File: src/wakeup_strobe_framer_unit_defines.svh
// Assertion macros shared by the wake-up strobe framer RTL.
// Depends on nothing; included by files that carry concurrent assertions.
`ifndef WAKEUP_STROBE_FRAMER_UNIT_DEFINES_SVH
`define WAKEUP_STROBE_FRAMER_UNIT_DEFINES_SVH
`ifndef ASSERT_OFF
`define WSF_ASSERT(lbl, clk, rstn, prop, msg) \
  lbl: assert property (@(posedge clk) disable iff (!(rstn)) prop) else $error(msg);
`define WSF_ASSERT_NORST(lbl, clk, prop, msg) \
  lbl: assert property (@(posedge clk) prop) else $error(msg);
`else
`define WSF_ASSERT(lbl, clk, rstn, prop, msg)
`define WSF_ASSERT_NORST(lbl, clk, prop, msg)
`endif
`endif

File: src/wsf_pkg.sv
// Types and constants of the wake-up strobe framer.
// Depends on nothing; imported by every module of the block.
package wsf_pkg;

  localparam logic [15:0] BCAST_ID = 16'hFFFF;

  // Register reset values.
  localparam logic [15:0] OWN_ID_RST     = 16'd0;
  localparam logic [7:0]  STROBE_MAX_RST = 8'd20;
  localparam logic [7:0]  BCAST_MAX_RST  = 8'd20;
  localparam logic [15:0] INTERVAL_RST   = 16'd10;
  localparam logic [15:0] TRANS_RST      = 16'd2;
  localparam logic [7:0]  STROBE_TYPE_RST = 8'd1;
  localparam logic [7:0]  ACK_TYPE_RST   = 8'd2;

  localparam int ADDR_W = 5;

  typedef enum logic [1:0] {
    OP_STROBE = 2'd0,
    OP_ACK    = 2'd1,
    OP_PARSE  = 2'd2
  } opcode_t;

  typedef enum logic [2:0] {
    ST_OK        = 3'd0,
    ST_LAST      = 3'd1,
    ST_BCAST_NA  = 3'd2,
    ST_BAD_ACK   = 3'd3,
    ST_UNSUPP    = 3'd4,
    ST_NOT_ADDR  = 3'd5
  } status_t;

  typedef enum logic [2:0] {
    REG_OWN_ID      = 3'd0,
    REG_STROBE_MAX  = 3'd1,
    REG_BCAST_MAX   = 3'd2,
    REG_INTERVAL    = 3'd3,
    REG_TRANS       = 3'd4,
    REG_STROBE_TYPE = 3'd5,
    REG_ACK_TYPE    = 3'd6
  } reg_idx_t;

  typedef struct packed {
    logic [1:0]  opcode;
    logic [15:0] dest_id;
    logic [7:0]  rx_type;
    logic [7:0]  rx_count;
    logic [15:0] rx_id;
  } in_req_t;

  typedef struct packed {
    logic        frame_valid;
    logic [7:0]  type_byte;
    logic [7:0]  frame_seq;
    logic [15:0] frame_id;
    logic [23:0] delay;
    logic [2:0]  status;
  } out_rsp_t;

  typedef struct packed {
    logic [15:0] own_id;
    logic [7:0]  strobe_max;
    logic [7:0]  broadcast_max;
    logic [15:0] strobe_interval;
    logic [15:0] transition_time;
    logic [7:0]  strobe_type_code;
    logic [7:0]  ack_type_code;
  } cfg_t;

endpackage

File: src/wsf_cfg.sv
// Configuration register file with an APB-style slave port.
// Depends on wsf_pkg for the register map and the cfg_t bundle.
module wsf_cfg (
  input  logic                       clk,
  input  logic                       rst_n,
  input  logic                       psel,
  input  logic                       penable,
  input  logic                       pwrite,
  input  logic [wsf_pkg::ADDR_W-1:0] paddr,
  input  logic [31:0]                pwdata,
  output logic [31:0]                prdata,
  output logic                       pready,
  output wsf_pkg::cfg_t              cfg
);
  import wsf_pkg::*;

  cfg_t     cfg_r;
  reg_idx_t idx;
  logic     wr_en;

  assign idx    = reg_idx_t'(paddr[ADDR_W-1:2]);
  assign wr_en  = psel && penable && pwrite;
  assign pready = 1'b1;
  assign cfg    = cfg_r;

  always_ff @(posedge clk) begin
    if (!rst_n) begin
      cfg_r.own_id           <= OWN_ID_RST;
      cfg_r.strobe_max       <= STROBE_MAX_RST;
      cfg_r.broadcast_max    <= BCAST_MAX_RST;
      cfg_r.strobe_interval  <= INTERVAL_RST;
      cfg_r.transition_time  <= TRANS_RST;
      cfg_r.strobe_type_code <= STROBE_TYPE_RST;
      cfg_r.ack_type_code    <= ACK_TYPE_RST;
    end else if (wr_en) begin
      unique case (idx)
        REG_OWN_ID:      cfg_r.own_id           <= pwdata[15:0];
        REG_STROBE_MAX:  cfg_r.strobe_max       <= pwdata[7:0];
        REG_BCAST_MAX:   cfg_r.broadcast_max    <= pwdata[7:0];
        REG_INTERVAL:    cfg_r.strobe_interval  <= pwdata[15:0];
        REG_TRANS:       cfg_r.transition_time  <= pwdata[15:0];
        REG_STROBE_TYPE: cfg_r.strobe_type_code <= pwdata[7:0];
        REG_ACK_TYPE:    cfg_r.ack_type_code    <= pwdata[7:0];
        default: ;
      endcase
    end
  end

  always_comb begin
    unique case (idx)
      REG_OWN_ID:      prdata = {16'd0, cfg_r.own_id};
      REG_STROBE_MAX:  prdata = {24'd0, cfg_r.strobe_max};
      REG_BCAST_MAX:   prdata = {24'd0, cfg_r.broadcast_max};
      REG_INTERVAL:    prdata = {16'd0, cfg_r.strobe_interval};
      REG_TRANS:       prdata = {16'd0, cfg_r.transition_time};
      REG_STROBE_TYPE: prdata = {24'd0, cfg_r.strobe_type_code};
      REG_ACK_TYPE:    prdata = {24'd0, cfg_r.ack_type_code};
      default:         prdata = 32'd0;
    endcase
  end

endmodule

File: src/wsf_core.sv
// Framer datapath: strobe counters, ACK bookkeeping and frame parsing.
// Depends on wsf_pkg; the result is combinational from the staged request.
module wsf_core (
  input  logic              clk,
  input  logic              rst_n,
  input  wsf_pkg::cfg_t     cfg,
  input  logic              fire,
  input  wsf_pkg::in_req_t  req,
  output wsf_pkg::out_rsp_t rsp
);
  import wsf_pkg::*;

  logic [7:0]  ucnt_r, ucnt_nxt;
  logic [7:0]  bcnt_r, bcnt_nxt;
  logic        bseen_r, bseen_nxt;
  logic [23:0] pend_r, pend_nxt;
  logic [7:0]  aseq_r, aseq_nxt;

  logic [23:0] prod;
  logic [23:0] ack_dly;
  logic [8:0]  ucnt_inc;

  // Count times interval, less the radio turnaround, floored at zero.
  assign prod     = 24'(req.rx_count * cfg.strobe_interval);
  assign ack_dly  = (prod > {8'd0, cfg.transition_time}) ?
                    (prod - {8'd0, cfg.transition_time}) : 24'd0;
  assign ucnt_inc = {1'b0, ucnt_r} + 9'd1;

  always_comb begin
    ucnt_nxt  = ucnt_r;
    bcnt_nxt  = bcnt_r;
    bseen_nxt = bseen_r;
    pend_nxt  = pend_r;
    aseq_nxt  = aseq_r;
    rsp       = '0;
    unique case (opcode_t'(req.opcode))
      OP_STROBE: begin
        rsp.frame_valid = 1'b1;
        rsp.type_byte   = cfg.strobe_type_code;
        rsp.frame_id    = req.dest_id;
        rsp.status      = ST_OK;
        if (req.dest_id == BCAST_ID) begin
          rsp.frame_seq = bcnt_r;
          if (bcnt_r != 8'd0) begin
            bcnt_nxt = bcnt_r - 8'd1;
          end else begin
            bcnt_nxt   = cfg.broadcast_max;
            rsp.status = ST_LAST;
          end
        end else begin
          rsp.frame_seq = ucnt_r;
          if (ucnt_r != 8'd0) begin
            ucnt_nxt = ucnt_r - 8'd1;
          end else begin
            ucnt_nxt   = cfg.strobe_max;
            rsp.status = ST_LAST;
          end
        end
      end
      OP_ACK: begin
        rsp.delay = pend_r;
        pend_nxt  = 24'd0;
        if (bseen_r) begin
          bseen_nxt  = 1'b0;
          rsp.status = ST_BCAST_NA;
        end else begin
          rsp.frame_valid = 1'b1;
          rsp.type_byte   = cfg.ack_type_code;
          rsp.frame_seq   = aseq_r;
          rsp.frame_id    = cfg.own_id;
          rsp.status      = ST_OK;
        end
      end
      OP_PARSE: begin
        rsp.type_byte = req.rx_type;
        // A strobe match wins when both type codes are equal.
        priority if (req.rx_type == cfg.strobe_type_code) begin
          if (req.rx_id == cfg.own_id) begin
            pend_nxt   = ack_dly;
            aseq_nxt   = req.rx_count;
            rsp.status = ST_OK;
          end else if (req.rx_id == BCAST_ID) begin
            bseen_nxt  = 1'b1;
            pend_nxt   = ack_dly;
            rsp.status = ST_OK;
          end else begin
            rsp.status = ST_NOT_ADDR;
          end
        end else if (req.rx_type == cfg.ack_type_code) begin
          if (req.rx_id == req.dest_id && {1'b0, req.rx_count} == ucnt_inc) begin
            ucnt_nxt   = cfg.strobe_max;
            rsp.status = ST_OK;
          end else begin
            rsp.status = ST_BAD_ACK;
          end
        end else begin
          rsp.status = ST_UNSUPP;
        end
      end
      default: begin
        rsp.status = ST_UNSUPP;
      end
    endcase
  end

  always_ff @(posedge clk) begin
    if (!rst_n) begin
      ucnt_r  <= STROBE_MAX_RST;
      bcnt_r  <= BCAST_MAX_RST;
      bseen_r <= 1'b0;
      pend_r  <= 24'd0;
      aseq_r  <= 8'd0;
    end else if (fire) begin
      ucnt_r  <= ucnt_nxt;
      bcnt_r  <= bcnt_nxt;
      bseen_r <= bseen_nxt;
      pend_r  <= pend_nxt;
      aseq_r  <= aseq_nxt;
    end
  end

endmodule

File: src/wakeup_strobe_framer_unit.sv
// Wake-up strobe framer: an accepted request passes the request register, then the result register.
// One request per cycle is sustained while out_stall is low; the one 8x16 multiply,
// the delay floor and the counter updates all sit between the two registers.
// Reset (rst_n low, synchronous) empties both stages, loads the register reset
// values and reloads both strobe counters; the APB port reads back registers.
`include "wakeup_strobe_framer_unit_defines.svh"
module wakeup_strobe_framer_unit (
  input  logic                       clk,
  input  logic                       rst_n,
  input  logic                       in_valid,
  output logic                       in_stall,
  input  wsf_pkg::in_req_t           in_data,
  output logic                       out_valid,
  input  logic                       out_stall,
  output wsf_pkg::out_rsp_t          out_data,
  input  logic                       psel,
  input  logic                       penable,
  input  logic                       pwrite,
  input  logic [wsf_pkg::ADDR_W-1:0] paddr,
  input  logic [31:0]                pwdata,
  output logic [31:0]                prdata,
  output logic                       pready
);
  import wsf_pkg::*;

  cfg_t     cfg;
  in_req_t  req_r;
  logic     req_vld_r;
  out_rsp_t rsp;
  out_rsp_t rsp_r;
  logic     rsp_vld_r;
  logic     adv;

  // The result register takes a new value whenever it is empty or being drained.
  // The request register moves forward at the same time, so a request sits in
  // it only while the result register is full and stalled.
  assign adv      = !rsp_vld_r || !out_stall;
  assign in_stall = req_vld_r && !adv;

  assign out_valid = rsp_vld_r;
  assign out_data  = rsp_r;

  wsf_cfg u_cfg (
    .clk     (clk),
    .rst_n   (rst_n),
    .psel    (psel),
    .penable (penable),
    .pwrite  (pwrite),
    .paddr   (paddr),
    .pwdata  (pwdata),
    .prdata  (prdata),
    .pready  (pready),
    .cfg     (cfg)
  );

  // State in the core changes only when the staged request moves on, so each
  // request sees exactly the state left by the one before it.
  wsf_core u_core (
    .clk   (clk),
    .rst_n (rst_n),
    .cfg   (cfg),
    .fire  (req_vld_r && adv),
    .req   (req_r),
    .rsp   (rsp)
  );

  always_ff @(posedge clk) begin
    if (!rst_n) begin
      req_vld_r <= 1'b0;
      rsp_vld_r <= 1'b0;
    end else begin
      if (adv) begin
        rsp_vld_r <= req_vld_r;
      end
      if (!in_stall) begin
        req_vld_r <= in_valid;
      end
    end
  end

  always_ff @(posedge clk) begin
    if (!in_stall && in_valid) begin
      req_r <= in_data;
    end
    if (adv && req_vld_r) begin
      rsp_r <= rsp;
    end
  end

  // Stall toward the source only ever comes from a held request.
  `WSF_ASSERT(a_stall_needs_req, clk, rst_n, in_stall |-> req_vld_r, "stall without held request")
  // A result appears only after a request stood in the request register.
  `WSF_ASSERT(a_rsp_from_req, clk, rst_n, $rose(rsp_vld_r) |-> $past(req_vld_r), "result from nothing")
  // A last-strobe report always comes with a built frame.
  `WSF_ASSERT(a_last_has_frame, clk, rst_n, (rsp_vld_r && rsp_r.status == ST_LAST) |-> rsp_r.frame_valid, "last strobe without frame")
  // The first cycle out of reset shows no result.
  `WSF_ASSERT_NORST(a_reset_empty, clk, $rose(rst_n) |-> (!rsp_vld_r && !req_vld_r), "stages not empty after reset")

endmodule

File: config.mk
export PLATFORM = sky130hd
export DESIGN_NAME = wakeup_strobe_framer_unit
export DESIGN_NICKNAME = d
export VERILOG_FILES = /design/src/wsf_pkg.sv /design/src/wsf_cfg.sv /design/src/wsf_core.sv /design/src/wakeup_strobe_framer_unit.sv
export VERILOG_INCLUDE_DIRS = /design/src /design/src/src
export SDC_FILE = /design/constraint.sdc
export NUM_CORES = 1
export LEC_CHECK = 0
export BUFFER_PORTS_ARGS = -buffer_cell sky130_fd_sc_hd__buf_2
export CORE_MARGIN = 8
export CORE_UTILIZATION = 35
export CTS_BUF_LIST = sky130_fd_sc_hd__clkbuf_2
export DETAILED_ROUTE_END_ITERATION = 16
export PLACE_DENSITY_LB_ADDON = 0.12
export RECOVER_POWER = 100
export SLEW_MARGIN = 15
export SYNTH_ARGS = -nofsm -noshare
export SYNTH_HDL_FRONTEND = slang
export SYNTH_HIERARCHICAL = 1
export SYNTH_SLANG_ARGS = --single-unit
File: constraint.sdc
create_clock -name clk -period 6.45 [get_ports clk]
set_input_delay 0.3225 -clock clk [delete_from_list [all_inputs] [get_ports clk]]
set_output_delay 0.3225 -clock clk [all_outputs]
set_load 0.02 [all_outputs]
==> impl_table.tex, run 1 <==
\begin{tabular}{lr}
\hline
Metric & Value \\
\hline
\multicolumn{2}{l}{\textbf{Clocking}} \\
\quad Clock tree root driver cell & sky130\_fd\_sc\_hd\_\_clkbuf\_2 \\
\quad Clock latency on the worst-skew pair & about 1.1 ns \\
\quad H-tree levels & 3 \\
\quad Number of buffers created by CTS & 70 \\
\quad Clock-pin slew on the worst setup and hold paths & 0.10 ns \\
\quad Worst-case clock buffer depth & 3 \\
\quad Clock Sinks & 241 \\
\quad Clock tree from TritonCTS & built \\
\multicolumn{2}{l}{\textbf{Drt}} \\
\quad Number of vias after detailed routing & 13000 \\
\quad Final Routed Wirelength & 51.2 mm \\
\quad Drc violations & 0 \\
\quad Initial DRC Count & approximately 650 \\
\quad Final routed wire length divided by cell count & $\sim$20 µm \\
\quad Number of iterations in the first detailed-routing pass & 5 \\
\quad Post-route ant nets & 0 \\
\quad Detail-routed via count per cell & roughly 5 \\
\multicolumn{2}{l}{\textbf{Floorplan}} \\
\quad Die outline area & $\sim$0.053 mm² \\
\quad I/O pin cnt & about 190 \\
\quad Initial Util & about a third \\
\quad Die height & $\sim$230 µm \\
\quad Width of the die & 231 µm \\
\quad CORE AREA & 0.0462 mm² \\
\quad Placement Rows & between 70 and 80 \\
\multicolumn{2}{l}{\textbf{GRT}} \\
\quad Wire length of the first global-routing pass & around 79 mm \\
\quad Number of antenna violations at the first check in global routing & 2 \\
\quad GR Overflow Total & 0 \\
\quad Largest net degree at the start of global routing & about 100 \\
\quad Via count of the first global-routing pass & $\sim$14000 \\
\quad GRT Util Overall & a little under a fifth \\
\multicolumn{2}{l}{\textbf{Power}} \\
\quad Leakage & 8.34 nW \\
\quad Peak supply drop & $\sim$0.00013 V \\
\quad Power Density & 185 mW/mm² \\
\quad Post-route total power & 3.62 mW \\
\multicolumn{2}{l}{\textbf{Placement}} \\
\quad Pre-CTS worst setup slack & between 0.2 and 0.3 ns \\
\quad Placed cell count & 2331 \\
\quad Hpwl dp & about 38 mm \\
\quad Weighted congestion reported at the end of routability-driven placement & approximately 0.85 \\
\quad Number of buffers added on ports & between 150 and 200 \\
\multicolumn{2}{l}{\textbf{Finish}} \\
\quad Layout overhead on the synthesized area & 20.4\% \\
\quad Non-filler instance count after layout & about 2600 \\
\quad Proportion of layout cells with a drive suffix above 1 & 14.5\% \\
\quad Number of nets at the end of the flow & between 2000 and 2500 \\
\multicolumn{2}{l}{\textbf{Logic synthesis}} \\
\quad Cells after Synth & $\sim$1600 \\
\quad Async set-or-reset flop fraction in the synthesized netlist & 0\% \\
\quad Yosys reg bits & about 240 \\
\quad Number of distinct standard cells referenced by the synthesized netlist & 94 \\
\quad Part of the Yosys area used for sequential elements & 36.5\% \\
\quad Total standard cell area after synthesis & between 0.015 and 0.02 mm² \\
\quad Library cell occupying the most area in the post-synthesis netlist & sky130\_fd\_sc\_hd\_\_edfxtp\_1 \\
\quad Number of enable-type register cells in the synthesized netlist & between 100 and 150 \\
\quad Synth Area per Inst & 10.1 µm² \\
\quad Area contributors post-synth & sky130\_fd\_sc\_hd\_\_edfxtp\_1, sky130\_fd\_sc\_hd\_\_dfxtp\_1, sky130\_fd\_sc\_hd\_\_fa\_1, sky130\_fd\_sc\_hd\_\_mux2i\_1, sky130\_fd\_sc\_hd\_\_ha\_1 \\
\quad Top\_reg\_cell synth & sky130\_fd\_sc\_hd\_\_dfxtp\_1 \\
\quad Proportion of netlist area held by the largest area contributor & between 20\% and 30\% \\
\quad YS warnings & 6 \\
\multicolumn{2}{l}{\textbf{Setup path}} \\
\quad Startpoint Class & register \\
\quad Arr. time, crit path & 6.99 ns \\
\quad Crit-path max cell delay & between 0.5 and 0.6 ns \\
\quad Master of the slowest instance on the critical path & sky130\_fd\_sc\_hd\_\_edfxtp\_1 \\
\quad Dominant cell type by count on the critical path & sky130\_fd\_sc\_hd\_\_fa\_1 \\
\quad Top Family by Delay on Critical Path & adder cells \\
\quad Data required, critical path & 7.25 ns \\
\quad Type of destination of the critical path & register \\
\quad Top fanout value on the critical path & 9 \\
\quad CP Class & reg2reg \\
\quad Crit path buffers/inverters & 5 \\
\multicolumn{2}{l}{\textbf{STA}} \\
\quad Shortest period the worst path allows & 6.19 ns \\
\quad FMAX & between 150 and 200 MHz \\
\quad Final clock skew & between 0.15 and 0.2 ns \\
\quad Least-Margin Pin Slew & between 4 and 5 ns \\
\quad Count of final max-slew check failures & between 300 and 400 \\
\quad Count of final hold-check violations & 0 \\
\quad Crit share post-route & a little over nine tenths \\
\quad Max transition margin & -188\% \\
\quad Slack of the critical path & around 0.26 ns \\
\quad Endpoints failing setup & 0 \\
\multicolumn{2}{l}{\textbf{Flow run}} \\
\quad Max-cap violations & 7 \\
\multicolumn{2}{l}{\textbf{Status}} \\
\quad Violations in the final reports & max-capacitance violations, max-slew violations \\
\quad Run status & complete, but fails checks \\
\multicolumn{2}{l}{\textbf{Worst hold path}} \\
\quad Hold crit path type & in2reg \\
\hline
\end{tabular}
Yosys cell counts (5+ instances only):
cell	number
sky130_fd_sc_hd__nand2_1	184
sky130_fd_sc_hd__dfxtp_1	131
sky130_fd_sc_hd__inv_1	126
sky130_fd_sc_hd__mux2i_1	115
sky130_fd_sc_hd__and2_1	113
sky130_fd_sc_hd__edfxtp_1	110
sky130_fd_sc_hd__fa_1	85
sky130_fd_sc_hd__ha_1	64
sky130_fd_sc_hd__xnor2_1	53
sky130_fd_sc_hd__nor2_1	49
sky130_fd_sc_hd__a21oi_1	48
sky130_fd_sc_hd__clkbuf_1	48
sky130_fd_sc_hd__a22o_1	37
sky130_fd_sc_hd__o21ai_0	33
sky130_fd_sc_hd__xor2_1	33
sky130_fd_sc_hd__nor2b_1	31
sky130_fd_sc_hd__nand4_1	23
sky130_fd_sc_hd__nor3_1	21
sky130_fd_sc_hd__buf_4	18
sky130_fd_sc_hd__nand3_1	17
sky130_fd_sc_hd__a21o_1	14
sky130_fd_sc_hd__buf_2	14
sky130_fd_sc_hd__nor4_1	13
sky130_fd_sc_hd__o2bb2ai_1	13
sky130_fd_sc_hd__buf_6	12
sky130_fd_sc_hd__a211oi_1	11
sky130_fd_sc_hd__a22oi_1	11
sky130_fd_sc_hd__o21a_1	9
sky130_fd_sc_hd__o21ai_1	9
sky130_fd_sc_hd__a31oi_1	8
sky130_fd_sc_hd__and3_1	8
sky130_fd_sc_hd__nand3b_1	8
sky130_fd_sc_hd__o211ai_1	8
sky130_fd_sc_hd__o31ai_1	8
sky130_fd_sc_hd__mux2_2	7
sky130_fd_sc_hd__nand2b_1	7
sky130_fd_sc_hd__or3_1	7
sky130_fd_sc_hd__nor3b_1	6
sky130_fd_sc_hd__mux4_2	5
sky130_fd_sc_hd__o21bai_1	5
layer usage:
layer | vias up | GRT usage [%] | part of all wire, % | routed length (µm)
li1 | 6261 | - | - | -
met1 | 6323 | 24.5 | 45 | 22900
met2 | 363 | 30.7 | 47 | 24100
met3 | 88 | 4.08 | 5.2 | 2650
met4 | 0 | 7.15 | 3.1 | 1590
met5 | - | 0 | 0 | 0
timing repair:
action | in CTS | in global routing
endpoints found under the hold margin | 179 | 0
setup buffers | 0 | 6
setup endpoints to repair | 0 | 24
resized for setup | 0 | 20
hold buffers | 129 | 0
worst paths after layout:
check	slack (ns)	startpoint	cells past startpoint	to
worst min register to register	0.47	u_core/pend_r[21]$_SDFFE_PN0P_	1	u_core/pend_r[21]$_SDFFE_PN0P_
worst min-delay path	0.15	paddr[3]	3	u_cfg/cfg[5]$_SDFFE_PN0P_
worst max-delay path	0.26	req_r[20]$_DFFE_PP_	25	u_core/pend_r[4]$_SDFFE_PN0P_
worst max register to register	0.26	req_r[20]$_DFFE_PP_	25	u_core/pend_r[4]$_SDFFE_PN0P_
worst register-to-register path, delay by kind of cell, from the launching register on:
family / cells / cell delay [ns]
fa+ha+maj: 6 / 2.64
buf+inv: 5 / 0.64
compound gates: 5 / 0.96
simple gates: 8 / 1.05
xor+xnor: 1 / 0.15
flops: 1 / 0.55
cells by family (layout without fill, tap and decap cells):
family / Yosys count / count (layout) / share of synthesized area (%)
buffers and inverters: 226 / 591 / 6.43
AOI/OAI and AO/OA: 259 / 259 / 11.5
and+or+nand+nor: 517 / 517 / 16.9
other: 2 / 20 / 0.0463
adders and majority gates: 149 / 149 / 15.4
xor gates and xnor gates: 86 / 86 / 4.64
DFF: 241 / 241 / 36.5
muxes: 128 / 128 / 8.44
final cells by class:
type | count | area, µm²
timing repair buffer | 336 | 2350
inverter | 128 | 482
clock inverter | 26 | 134
tap | 607 | 759
clock buffer | 101 | 505
fill | 4591 | 26600
antenna | 3 | 7.51
multi-input combinational | 1156 | 9350
sequential | 241 | 5930
power by group:
part	switching (mW)	total, mW	leakage (nW)	internal (mW)
clock	0.727	1.16	0.490	0.437
combinational	0.432	0.773	5.73	0.341
sequential	0.0411	1.68	2.12	1.64
total	1.20	3.62	8.34	2.42
placed cells by master (no fill, tap or decap), drive strengths merged, types with 11 or more instances in the layout:
cell type    netlist  layout
nor4              13      13
nand4             24      24
a22o              37      37
a21oi             49      49
a22oi             11      11
inv              127     130
dfxtp            131     131
ha                64      64
nor3              26      26
nor2              51      51
a211oi            14      14
nor2b             31      31
nand2            186     186
o21ai             43      43
xor2              33      33
dlygate4sd3        0     129
and2             115     115
xnor2             53      53
clkinv             1      22
mux2i            115     115
buf               49     116
o2bb2ai           13      13
conb               2      17
edfxtp           110     110
nand3             19      19
fa                85      85
clkbuf            49     192
a21o              15      15
registers in the layout (all words and copies together), names as in the netlist:
register        count
u_core/bseen_r      1
u_core/aseq_r       8
u_cfg/cfg          80
req_vld_r           1
u_core/bcnt_r       8
out_data           60
u_core/pend_r      24
out_valid           1
req_r              50
u_core/ucnt_r       8
through the flow:
step                      hold WS, ns  instance area [µm²]  utilization, %  TNS (ns)
final                           0.146                19500            42.3         0
after global routing           0.0616                19500            42.3    -0.294
after CTS                      0.0173                19600            42.4         0
after detailed placement        0.456                17600            38.2         0
after global placement          0.450                17600            38.2         0
after floorplan                 0.421                16300               -         0
Note: power is estimated with default switching activity, not from simulation.
==> run 2: changes to the inputs <==
--- a/config.mk
+++ b/config.mk
@@ -13,6 +13,7 @@
 export DETAILED_ROUTE_END_ITERATION = 16
 export PLACE_DENSITY_LB_ADDON = 0.12
 export RECOVER_POWER = 100
+export REMOVE_ABC_BUFFERS = 1
 export SLEW_MARGIN = 15
 export SYNTH_ARGS = -nofsm -noshare
 export SYNTH_HDL_FRONTEND = slang
==> impl_table.tex, run 2 (synthesis results as in run 1) <==
\begin{tabular}{lr}
\hline
Metric & Value \\
\hline
\multicolumn{2}{l}{\textbf{Power}} \\
\quad Leakage & roughly 8.3 nW \\
\quad Power Density & about 190 mW/mm² \\
\quad Internal power component & 2.52 mW \\
\quad Power share of the sequential group & 45.2\% \\
\quad Clock Power Share & roughly a third \\
\quad Switching share of total power & between 30\% and 40\% \\
\quad Share of power burned in combinational logic & a little over a fifth \\
\quad Peak supply drop & about 0.00013 V \\
\quad Net switching power & approximately 1.2 mW \\
\multicolumn{2}{l}{\textbf{Status}} \\
\quad Violations in the final reports & max-capacitance violations, max-slew violations \\
\quad Run status & complete, but fails checks \\
\multicolumn{2}{l}{\textbf{Placement}} \\
\quad Hpwl dp & 37.9 mm \\
\quad Number of buffers added on ports & 153 \\
\quad Placed cell count & around 2300 \\
\quad Pre-CTS worst setup slack & between 0.1 and 0.15 ns \\
\quad Weighted congestion reported at the end of routability-driven placement & 0.862 \\
\multicolumn{2}{l}{\textbf{Setup path}} \\
\quad Type of destination of the critical path & register \\
\quad Startpoint Class & register \\
\quad CP Class & reg2reg \\
\quad Data required, critical path & about 7.3 ns \\
\quad Arr. time, crit path & around 7.0 ns \\
\quad Top fanout value on the critical path & 8 \\
\multicolumn{2}{l}{\textbf{STA}} \\
\quad Crit share post-route & roughly 96\% \\
\quad Count of final max-slew check failures & about 230 \\
\quad Shortest period the worst path allows & between 6 and 7 ns \\
\quad FMAX & approximately 160 MHz \\
\quad Max transition margin & -194\% \\
\quad Endpoints failing setup & 0 \\
\quad RSZ-0062 raised after global routing & false \\
\quad Final clock skew & approximately 0.10 ns \\
\quad Slack of the critical path & 0.263 ns \\
\quad Least-Margin Pin Slew & roughly 4.4 ns \\
\quad Count of final hold-check violations & 0 \\
\multicolumn{2}{l}{\textbf{Floorplan}} \\
\quad Die outline area & roughly 0.053 mm² \\
\quad CORE AREA & around 0.046 mm² \\
\quad I/O pin cnt & approximately 190 \\
\quad Die height & 231 µm \\
\quad Placement Rows & between 70 and 80 \\
\quad Width of the die & around 230 µm \\
\quad Initial Util & 35.1\% \\
\multicolumn{2}{l}{\textbf{Clocking}} \\
\quad H-tree levels & 3 \\
\quad Clock tree root driver cell & sky130\_fd\_sc\_hd\_\_clkbuf\_2 \\
\quad Clock tree from TritonCTS & built \\
\quad Worst-case clock buffer depth & 3 \\
\quad Clock Sinks & 241 \\
\quad Clock latency on the worst-skew pair & 0.99 ns \\
\quad Number of buffers created by CTS & between 70 and 80 \\
\quad Clock-pin slew on the worst setup and hold paths & roughly 0.1 ns \\
\multicolumn{2}{l}{\textbf{Finish}} \\
\quad Number of nets at the end of the flow & about 2200 \\
\quad Commonest cells after routing, fill and taps aside & sky130\_fd\_sc\_hd\_\_nand2\_1, sky130\_fd\_sc\_hd\_\_dlygate4sd3\_1, sky130\_fd\_sc\_hd\_\_dfxtp\_1, sky130\_fd\_sc\_hd\_\_inv\_1, sky130\_fd\_sc\_hd\_\_mux2i\_1 \\
\quad Fill cell total of the finished layout & between 4000 and 5000 \\
\quad Proportion of layout cells with a drive suffix above 1 & between 10\% and 20\% \\
\quad Number of flip-flops in the largest register & 80 \\
\quad Most common library cell in the layout ignoring fill and taps & sky130\_fd\_sc\_hd\_\_nand2\_1 \\
\quad Non-filler instance count after layout & around 2600 \\
\quad Layout overhead on the synthesized area & 20.3\% \\
\multicolumn{2}{l}{\textbf{Worst hold path}} \\
\quad Hold crit path type & in2reg \\
\multicolumn{2}{l}{\textbf{GRT}} \\
\quad Largest net degree at the start of global routing & 59 \\
\quad Wire length of the first global-routing pass & 78.9 mm \\
\quad GRT Util Overall & between 10\% and 20\% \\
\quad Via count of the first global-routing pass & about 14000 \\
\quad GR Overflow Total & 0 \\
\quad Number of antenna violations at the first check in global routing & 2 \\
\multicolumn{2}{l}{\textbf{Drt}} \\
\quad Number of iterations in the first detailed-routing pass & 5 \\
\quad Detail-routed via count per cell & around 5.0 \\
\quad Post-route ant nets & 0 \\
\quad Number of vias after detailed routing & 13100 \\
\quad Drc violations & 0 \\
\quad Final Routed Wirelength & approximately 51 mm \\
\quad Final routed wire length divided by cell count & slightly below 20 µm \\
\quad Initial DRC Count & approximately 640 \\
\multicolumn{2}{l}{\textbf{Flow run}} \\
\quad Max-cap violations & 6 \\
\hline
\end{tabular}
## run 2: cell count changes in the layout (fill, tap and decap cells not counted), moves of 3 or more
cell | previous run | this run
sky130_fd_sc_hd__and2_0 | 19 | 15
sky130_fd_sc_hd__clkinv_2 | 6 | 2
sky130_fd_sc_hd__buf_6 | 5 | 2
sky130_fd_sc_hd__clkinv_1 | 14 | 17
sky130_fd_sc_hd__buf_2 | 68 | 71
sky130_fd_sc_hd__clkbuf_2 | 101 | 110
sky130_fd_sc_hd__buf_4 | 43 | 39
sky130_fd_sc_hd__and2_1 | 95 | 99
sky130_fd_sc_hd__clkbuf_1 | 91 | 87
## run 2: stage by stage
step | hold slack (ns) | utilization (%) | power, mW | instance area [µm²] | setup TNS, ns
2_1_floorplan | 0.384 | - | 2.19 | 15700 | -30.27
3_3_place_gp | 0.452 | 38.1 | 2.43 | 17600 | 0
3_5_place_dp | 0.451 | 38.1 | 2.44 | 17600 | 0
4_1_cts | 0.0383 | 42.4 | 3.79 | 19600 | 0
5_1_grt | 0.117 | 42.2 | 3.96 | 19500 | 0
6_report | 0.204 | 42.2 | 3.72 | 19500 | 0
## run 2: power groups by stage
stage,clock [mW],sequential (mW),combinational (mW)
after floorplan,0,1.73,0.460
after global placement,0,1.72,0.716
after detailed placement,0,1.72,0.720
after CTS,1.33,1.68,0.780
after global routing,1.41,1.69,0.860
final,1.26,1.68,0.777
## run 2: what timing repair did
action,in CTS,in global routing
buffers inserted,0,6
hold buffers,127,0
gates resized for setup,0,15
setup endpoints to repair,0,24
hold endpoints to repair,184,0
## run 2: worst max-delay path, cell delays in order, from the launching register on
cell and delay [ns]:
sky130_fd_sc_hd__edfxtp_1 0.54, sky130_fd_sc_hd__buf_4 0.23, sky130_fd_sc_hd__and2_1 0.16, sky130_fd_sc_hd__fa_1 0.50, sky130_fd_sc_hd__fa_1 0.51, sky130_fd_sc_hd__fa_1 0.49
sky130_fd_sc_hd__inv_1 0.05, sky130_fd_sc_hd__fa_1 0.48, sky130_fd_sc_hd__inv_1 0.04, sky130_fd_sc_hd__ha_1 0.36, sky130_fd_sc_hd__o21a_1 0.17, sky130_fd_sc_hd__a21oi_1 0.14
sky130_fd_sc_hd__inv_1 0.06, sky130_fd_sc_hd__a21oi_2 0.15, sky130_fd_sc_hd__xnor2_1 0.08, sky130_fd_sc_hd__ha_1 0.36, sky130_fd_sc_hd__or3_1 0.32, sky130_fd_sc_hd__o211ai_1 0.15
sky130_fd_sc_hd__nand4bb_1 0.22, sky130_fd_sc_hd__a31oi_1 0.18, sky130_fd_sc_hd__buf_4 0.14, sky130_fd_sc_hd__inv_1 0.05, sky130_fd_sc_hd__or4_1 0.39, sky130_fd_sc_hd__a32o_1 0.26
## run 2: worst paths after layout
path              depth (start not counted)                      startpoint                             end  slack (ns)
hold / removal                            4                            psel      u_cfg/cfg[53]$_SDFFE_PN0P_        0.20
setup reg to reg                         23             req_r[19]$_DFFE_PP_  u_core/pend_r[21]$_SDFFE_PN0P_        0.26
setup / recovery                         23             req_r[19]$_DFFE_PP_  u_core/pend_r[21]$_SDFFE_PN0P_        0.26
hold reg to reg                           1  u_core/pend_r[22]$_SDFFE_PN0P_  u_core/pend_r[22]$_SDFFE_PN0P_        0.47
## run 2: layout make-up
type,instances,area [µm²],area share (%)
well taps,607,759,3.89
clock inverters,25,171,0.879
inverters,128,482,2.47
diodes,2,5.00,0.0257
repair buffers,328,2280,11.7
flip-flops and latches,241,5930,30.4
clock buffers,109,546,2.80
multi-input cells,1156,9330,47.8
## run 2: metal layers
layer	vias to the layer above	part of all wire, %	global-route usage, %	wire, µm
met4	0	2.4	6.32	1220
li1	6251	-	-	-
met2	336	47	31.4	24000
met3	72	5.2	4.03	2660
met1	6391	45	23.9	22900
met5	-	0	0	0
==> run 3: changes to the inputs <==
--- a/config.mk
+++ b/config.mk
@@ -8,7 +8,7 @@
 export LEC_CHECK = 0
 export BUFFER_PORTS_ARGS = -buffer_cell sky130_fd_sc_hd__buf_2
 export CORE_MARGIN = 8
-export CORE_UTILIZATION = 35
+export CORE_UTILIZATION = 40
 export CTS_BUF_LIST = sky130_fd_sc_hd__clkbuf_2
 export DETAILED_ROUTE_END_ITERATION = 16
 export PLACE_DENSITY_LB_ADDON = 0.12
==> constraint.sdc (replaced) <==
create_clock -name clk -period 6.45 [get_ports clk]
set_input_delay 0.645 -clock clk [delete_from_list [all_inputs] [get_ports clk]]
set_output_delay 0.645 -clock clk [all_outputs]
set_load 0.02 [all_outputs]
==> impl_table.tex, run 3 (synthesis results as in run 1) <==
\begin{tabular}{lr}
\hline
Metric & Value \\
\hline
\multicolumn{2}{l}{\textbf{Drt}} \\
\quad Final routed wire length divided by cell count & about 19 µm \\
\quad Number of vias after detailed routing & 12600 \\
\quad Final Routed Wirelength & about 46 mm \\
\quad Initial DRC Count & around 630 \\
\quad Number of iterations in the first detailed-routing pass & 5 \\
\quad Post-route ant nets & 0 \\
\quad Drc violations & 0 \\
\quad Detail-routed via count per cell & $\sim$5.1 \\
\multicolumn{2}{l}{\textbf{Power}} \\
\quad Peak supply drop & around 0.00015 V \\
\quad Post-route total power & about 3.6 mW \\
\quad Clock Power Share & 32.4\% \\
\quad Internal power component & 2.47 mW \\
\quad Leakage & approximately 8.1 nW \\
\quad Power Density & between 150 and 200 mW/mm² \\
\quad Net switching power & 1.14 mW \\
\quad Switching share of total power & between 30\% and 40\% \\
\quad Power share of the sequential group & between 40\% and 50\% \\
\quad Share of power burned in combinational logic & about a fifth \\
\multicolumn{2}{l}{\textbf{GRT}} \\
\quad GRT Util Overall & about a fifth \\
\quad Via count of the first global-routing pass & roughly 13000 \\
\quad Number of antenna violations at the first check in global routing & 2 \\
\quad GR Overflow Total & 0 \\
\quad Wire length of the first global-routing pass & slightly above 70 mm \\
\quad Largest net degree at the start of global routing & 58 \\
\multicolumn{2}{l}{\textbf{Clocking}} \\
\quad Worst-case clock buffer depth & 3 \\
\quad Clock tree from TritonCTS & built \\
\quad Number of buffers created by CTS & 67 \\
\quad Clock latency on the worst-skew pair & approximately 0.94 ns \\
\quad Clock Sinks & between 200 and 250 \\
\quad Clock-pin slew on the worst setup and hold paths & roughly 0.10 ns \\
\quad Clock tree root driver cell & sky130\_fd\_sc\_hd\_\_clkbuf\_2 \\
\quad H-tree levels & 3 \\
\multicolumn{2}{l}{\textbf{Status}} \\
\quad Violations in the final reports & max-capacitance violations, max-slew violations \\
\quad Run status & complete, but fails checks \\
\multicolumn{2}{l}{\textbf{Setup path}} \\
\quad Top fanout value on the critical path & 7 \\
\quad Arr. time, crit path & about 6.9 ns \\
\quad CP Class & reg2reg \\
\quad Startpoint Class & register \\
\quad Type of destination of the critical path & register \\
\quad Data required, critical path & around 7.2 ns \\
\multicolumn{2}{l}{\textbf{Finish}} \\
\quad Non-filler instance count after layout & 2452 \\
\quad Number of nets at the end of the flow & 2116 \\
\quad Final design utilization & 47.1\% \\
\quad Most common library cell in the layout ignoring fill and taps & sky130\_fd\_sc\_hd\_\_nand2\_1 \\
\quad Commonest cells after routing, fill and taps aside & sky130\_fd\_sc\_hd\_\_nand2\_1, sky130\_fd\_sc\_hd\_\_dfxtp\_1, sky130\_fd\_sc\_hd\_\_inv\_1, sky130\_fd\_sc\_hd\_\_mux2i\_1, sky130\_fd\_sc\_hd\_\_edfxtp\_1 \\
\quad FF/Latch Area & around 0.0059 mm² \\
\quad Multi-input combinational cell area & 0.00933 mm² \\
\quad Layout overhead on the synthesized area & 16.0\% \\
\quad Fill cell total of the finished layout & between 3000 and 4000 \\
\quad Number of flip-flops in the largest register & 80 \\
\quad Proportion of layout cells with a drive suffix above 1 & between 10\% and 20\% \\
\multicolumn{2}{l}{\textbf{Placement}} \\
\quad Hpwl dp & $\sim$35 mm \\
\quad Weighted congestion reported at the end of routability-driven placement & 0.887 \\
\quad Placed cell count & between 2000 and 2500 \\
\quad Number of buffers added on ports & roughly 150 \\
\multicolumn{2}{l}{\textbf{STA}} \\
\quad Crit share post-route & between 90 and 100\% \\
\quad Count of final max-slew check failures & around 280 \\
\quad Count of final hold-check violations & 0 \\
\quad Max transition margin & -103\% \\
\quad Final clock skew & 0.0895 ns \\
\quad Least-Margin Pin Slew & slightly above 3 ns \\
\quad FMAX & approximately 160 MHz \\
\quad Endpoints failing setup & 0 \\
\quad Shortest period the worst path allows & approximately 6.2 ns \\
\multicolumn{2}{l}{\textbf{Floorplan}} \\
\quad Placement Rows & 73 \\
\quad Die outline area & about 0.047 mm² \\
\quad Width of the die & about 220 µm \\
\quad I/O pin cnt & between 150 and 200 \\
\quad Die height & roughly 220 µm \\
\quad Initial Util & about two fifths \\
\quad CORE AREA & $\sim$0.04 mm² \\
\multicolumn{2}{l}{\textbf{Worst hold path}} \\
\quad Hold crit path type & in2reg \\
\multicolumn{2}{l}{\textbf{Flow run}} \\
\quad Max-cap violations & 7 \\
\hline
\end{tabular}
==> run 3: changes by cell type in the layout (fill, tap and decap cells not counted), sizes merged <==
cell	before	now
dlygate4sd3	127	61
inv	128	127
buf	112	128
clkbuf	198	190
clkinvlp	3	0
==> run 3: layer usage <==
metal / share of wire (%) / vias up / GRT usage (%)
li1: - / 6130 / -
met1: 44 / 6033 / 23.4
met2: 47 / 361 / 32.5
met3: 5.8 / 88 / 4.42
met4: 3.1 / 0 / 8.54
met5: 0 / - / 0
==> run 3: final cells by class <==
class / count / area share (%)
clock buffer: 100 / 2.66
clock inverter: 21 / 0.758
sequential: 241 / 31.5
multi-input combinational: 1156 / 49.6
timing repair buffer: 279 / 9.39
inverter: 128 / 2.57
tap: 525 / 3.49
antenna: 2 / 0.0266
==> run 3: power by group through the flow <==
stage          combinational, mW  clock, mW  sequential [mW]
2_1_floorplan              0.460          0             1.73
3_3_place_gp               0.717          0             1.71
3_5_place_dp               0.721          0             1.71
4_1_cts                    0.754       1.22             1.68
5_1_grt                    0.839       1.29             1.68
6_report                   0.759       1.17             1.68
==> run 3: worst paths after layout <==
| check | from | depth (start not counted) | endpoint | slack, ns |
|---|---|---|---|---|
| max | req_r[21]$_DFFE_PP_ | 24 | u_core/pend_r[22]$_SDFFE_PN0P_ | 0.29 |
| max reg2reg | req_r[21]$_DFFE_PP_ | 24 | u_core/pend_r[22]$_SDFFE_PN0P_ | 0.29 |
| min reg2reg | u_core/pend_r[22]$_SDFFE_PN0P_ | 1 | u_core/pend_r[22]$_SDFFE_PN0P_ | 0.47 |
| min | pwdata[13] | 3 | u_cfg/cfg[29]$_SDFFE_PN0P_ | 0.1 |
==> run 3: timing repair <==
item	in CTS	in global routing
setup buffers	0	14
hold buffers	61	0
resized for setup	0	19
endpoints found under the hold margin	73	0
setup endpoints to repair	0	10
==> run 3: worst max-delay path: stages (launching register included) <==
cell                       delay (ns)
sky130_fd_sc_hd__edfxtp_1        0.55
sky130_fd_sc_hd__and2_4          0.21
sky130_fd_sc_hd__fa_1            0.50
sky130_fd_sc_hd__fa_1            0.50
sky130_fd_sc_hd__fa_1            0.49
sky130_fd_sc_hd__inv_1           0.05
sky130_fd_sc_hd__fa_1            0.47
sky130_fd_sc_hd__inv_1           0.04
sky130_fd_sc_hd__ha_1            0.28
sky130_fd_sc_hd__o21a_1          0.22
sky130_fd_sc_hd__o21a_1          0.21
sky130_fd_sc_hd__a21oi_1         0.14
sky130_fd_sc_hd__inv_1           0.06
sky130_fd_sc_hd__a21oi_2         0.17
sky130_fd_sc_hd__xnor2_2         0.09
sky130_fd_sc_hd__ha_1            0.31
sky130_fd_sc_hd__buf_4           0.16
sky130_fd_sc_hd__nand4_1         0.11
sky130_fd_sc_hd__nor2_1          0.05
sky130_fd_sc_hd__nand3_1         0.12
sky130_fd_sc_hd__nor2b_1         0.06
sky130_fd_sc_hd__a311o_1         0.38
sky130_fd_sc_hd__nand2b_1        0.18
sky130_fd_sc_hd__or4_1           0.40
sky130_fd_sc_hd__a32o_1          0.25
==> run 3: stage by stage <==
stage                     worst slack (ns)  area, µm²  hold slack (ns)  TNS, ns
after detailed placement             0.186      17600            0.448        0
final                                0.285      18800           0.0992        0
after global placement               0.222      17600            0.445        0
after floorplan                      -1.56      15700            0.434   -39.54
after CTS                           0.0717      18800          0.00449        0
after global routing               -0.0407      18800           0.0783  -0.0645
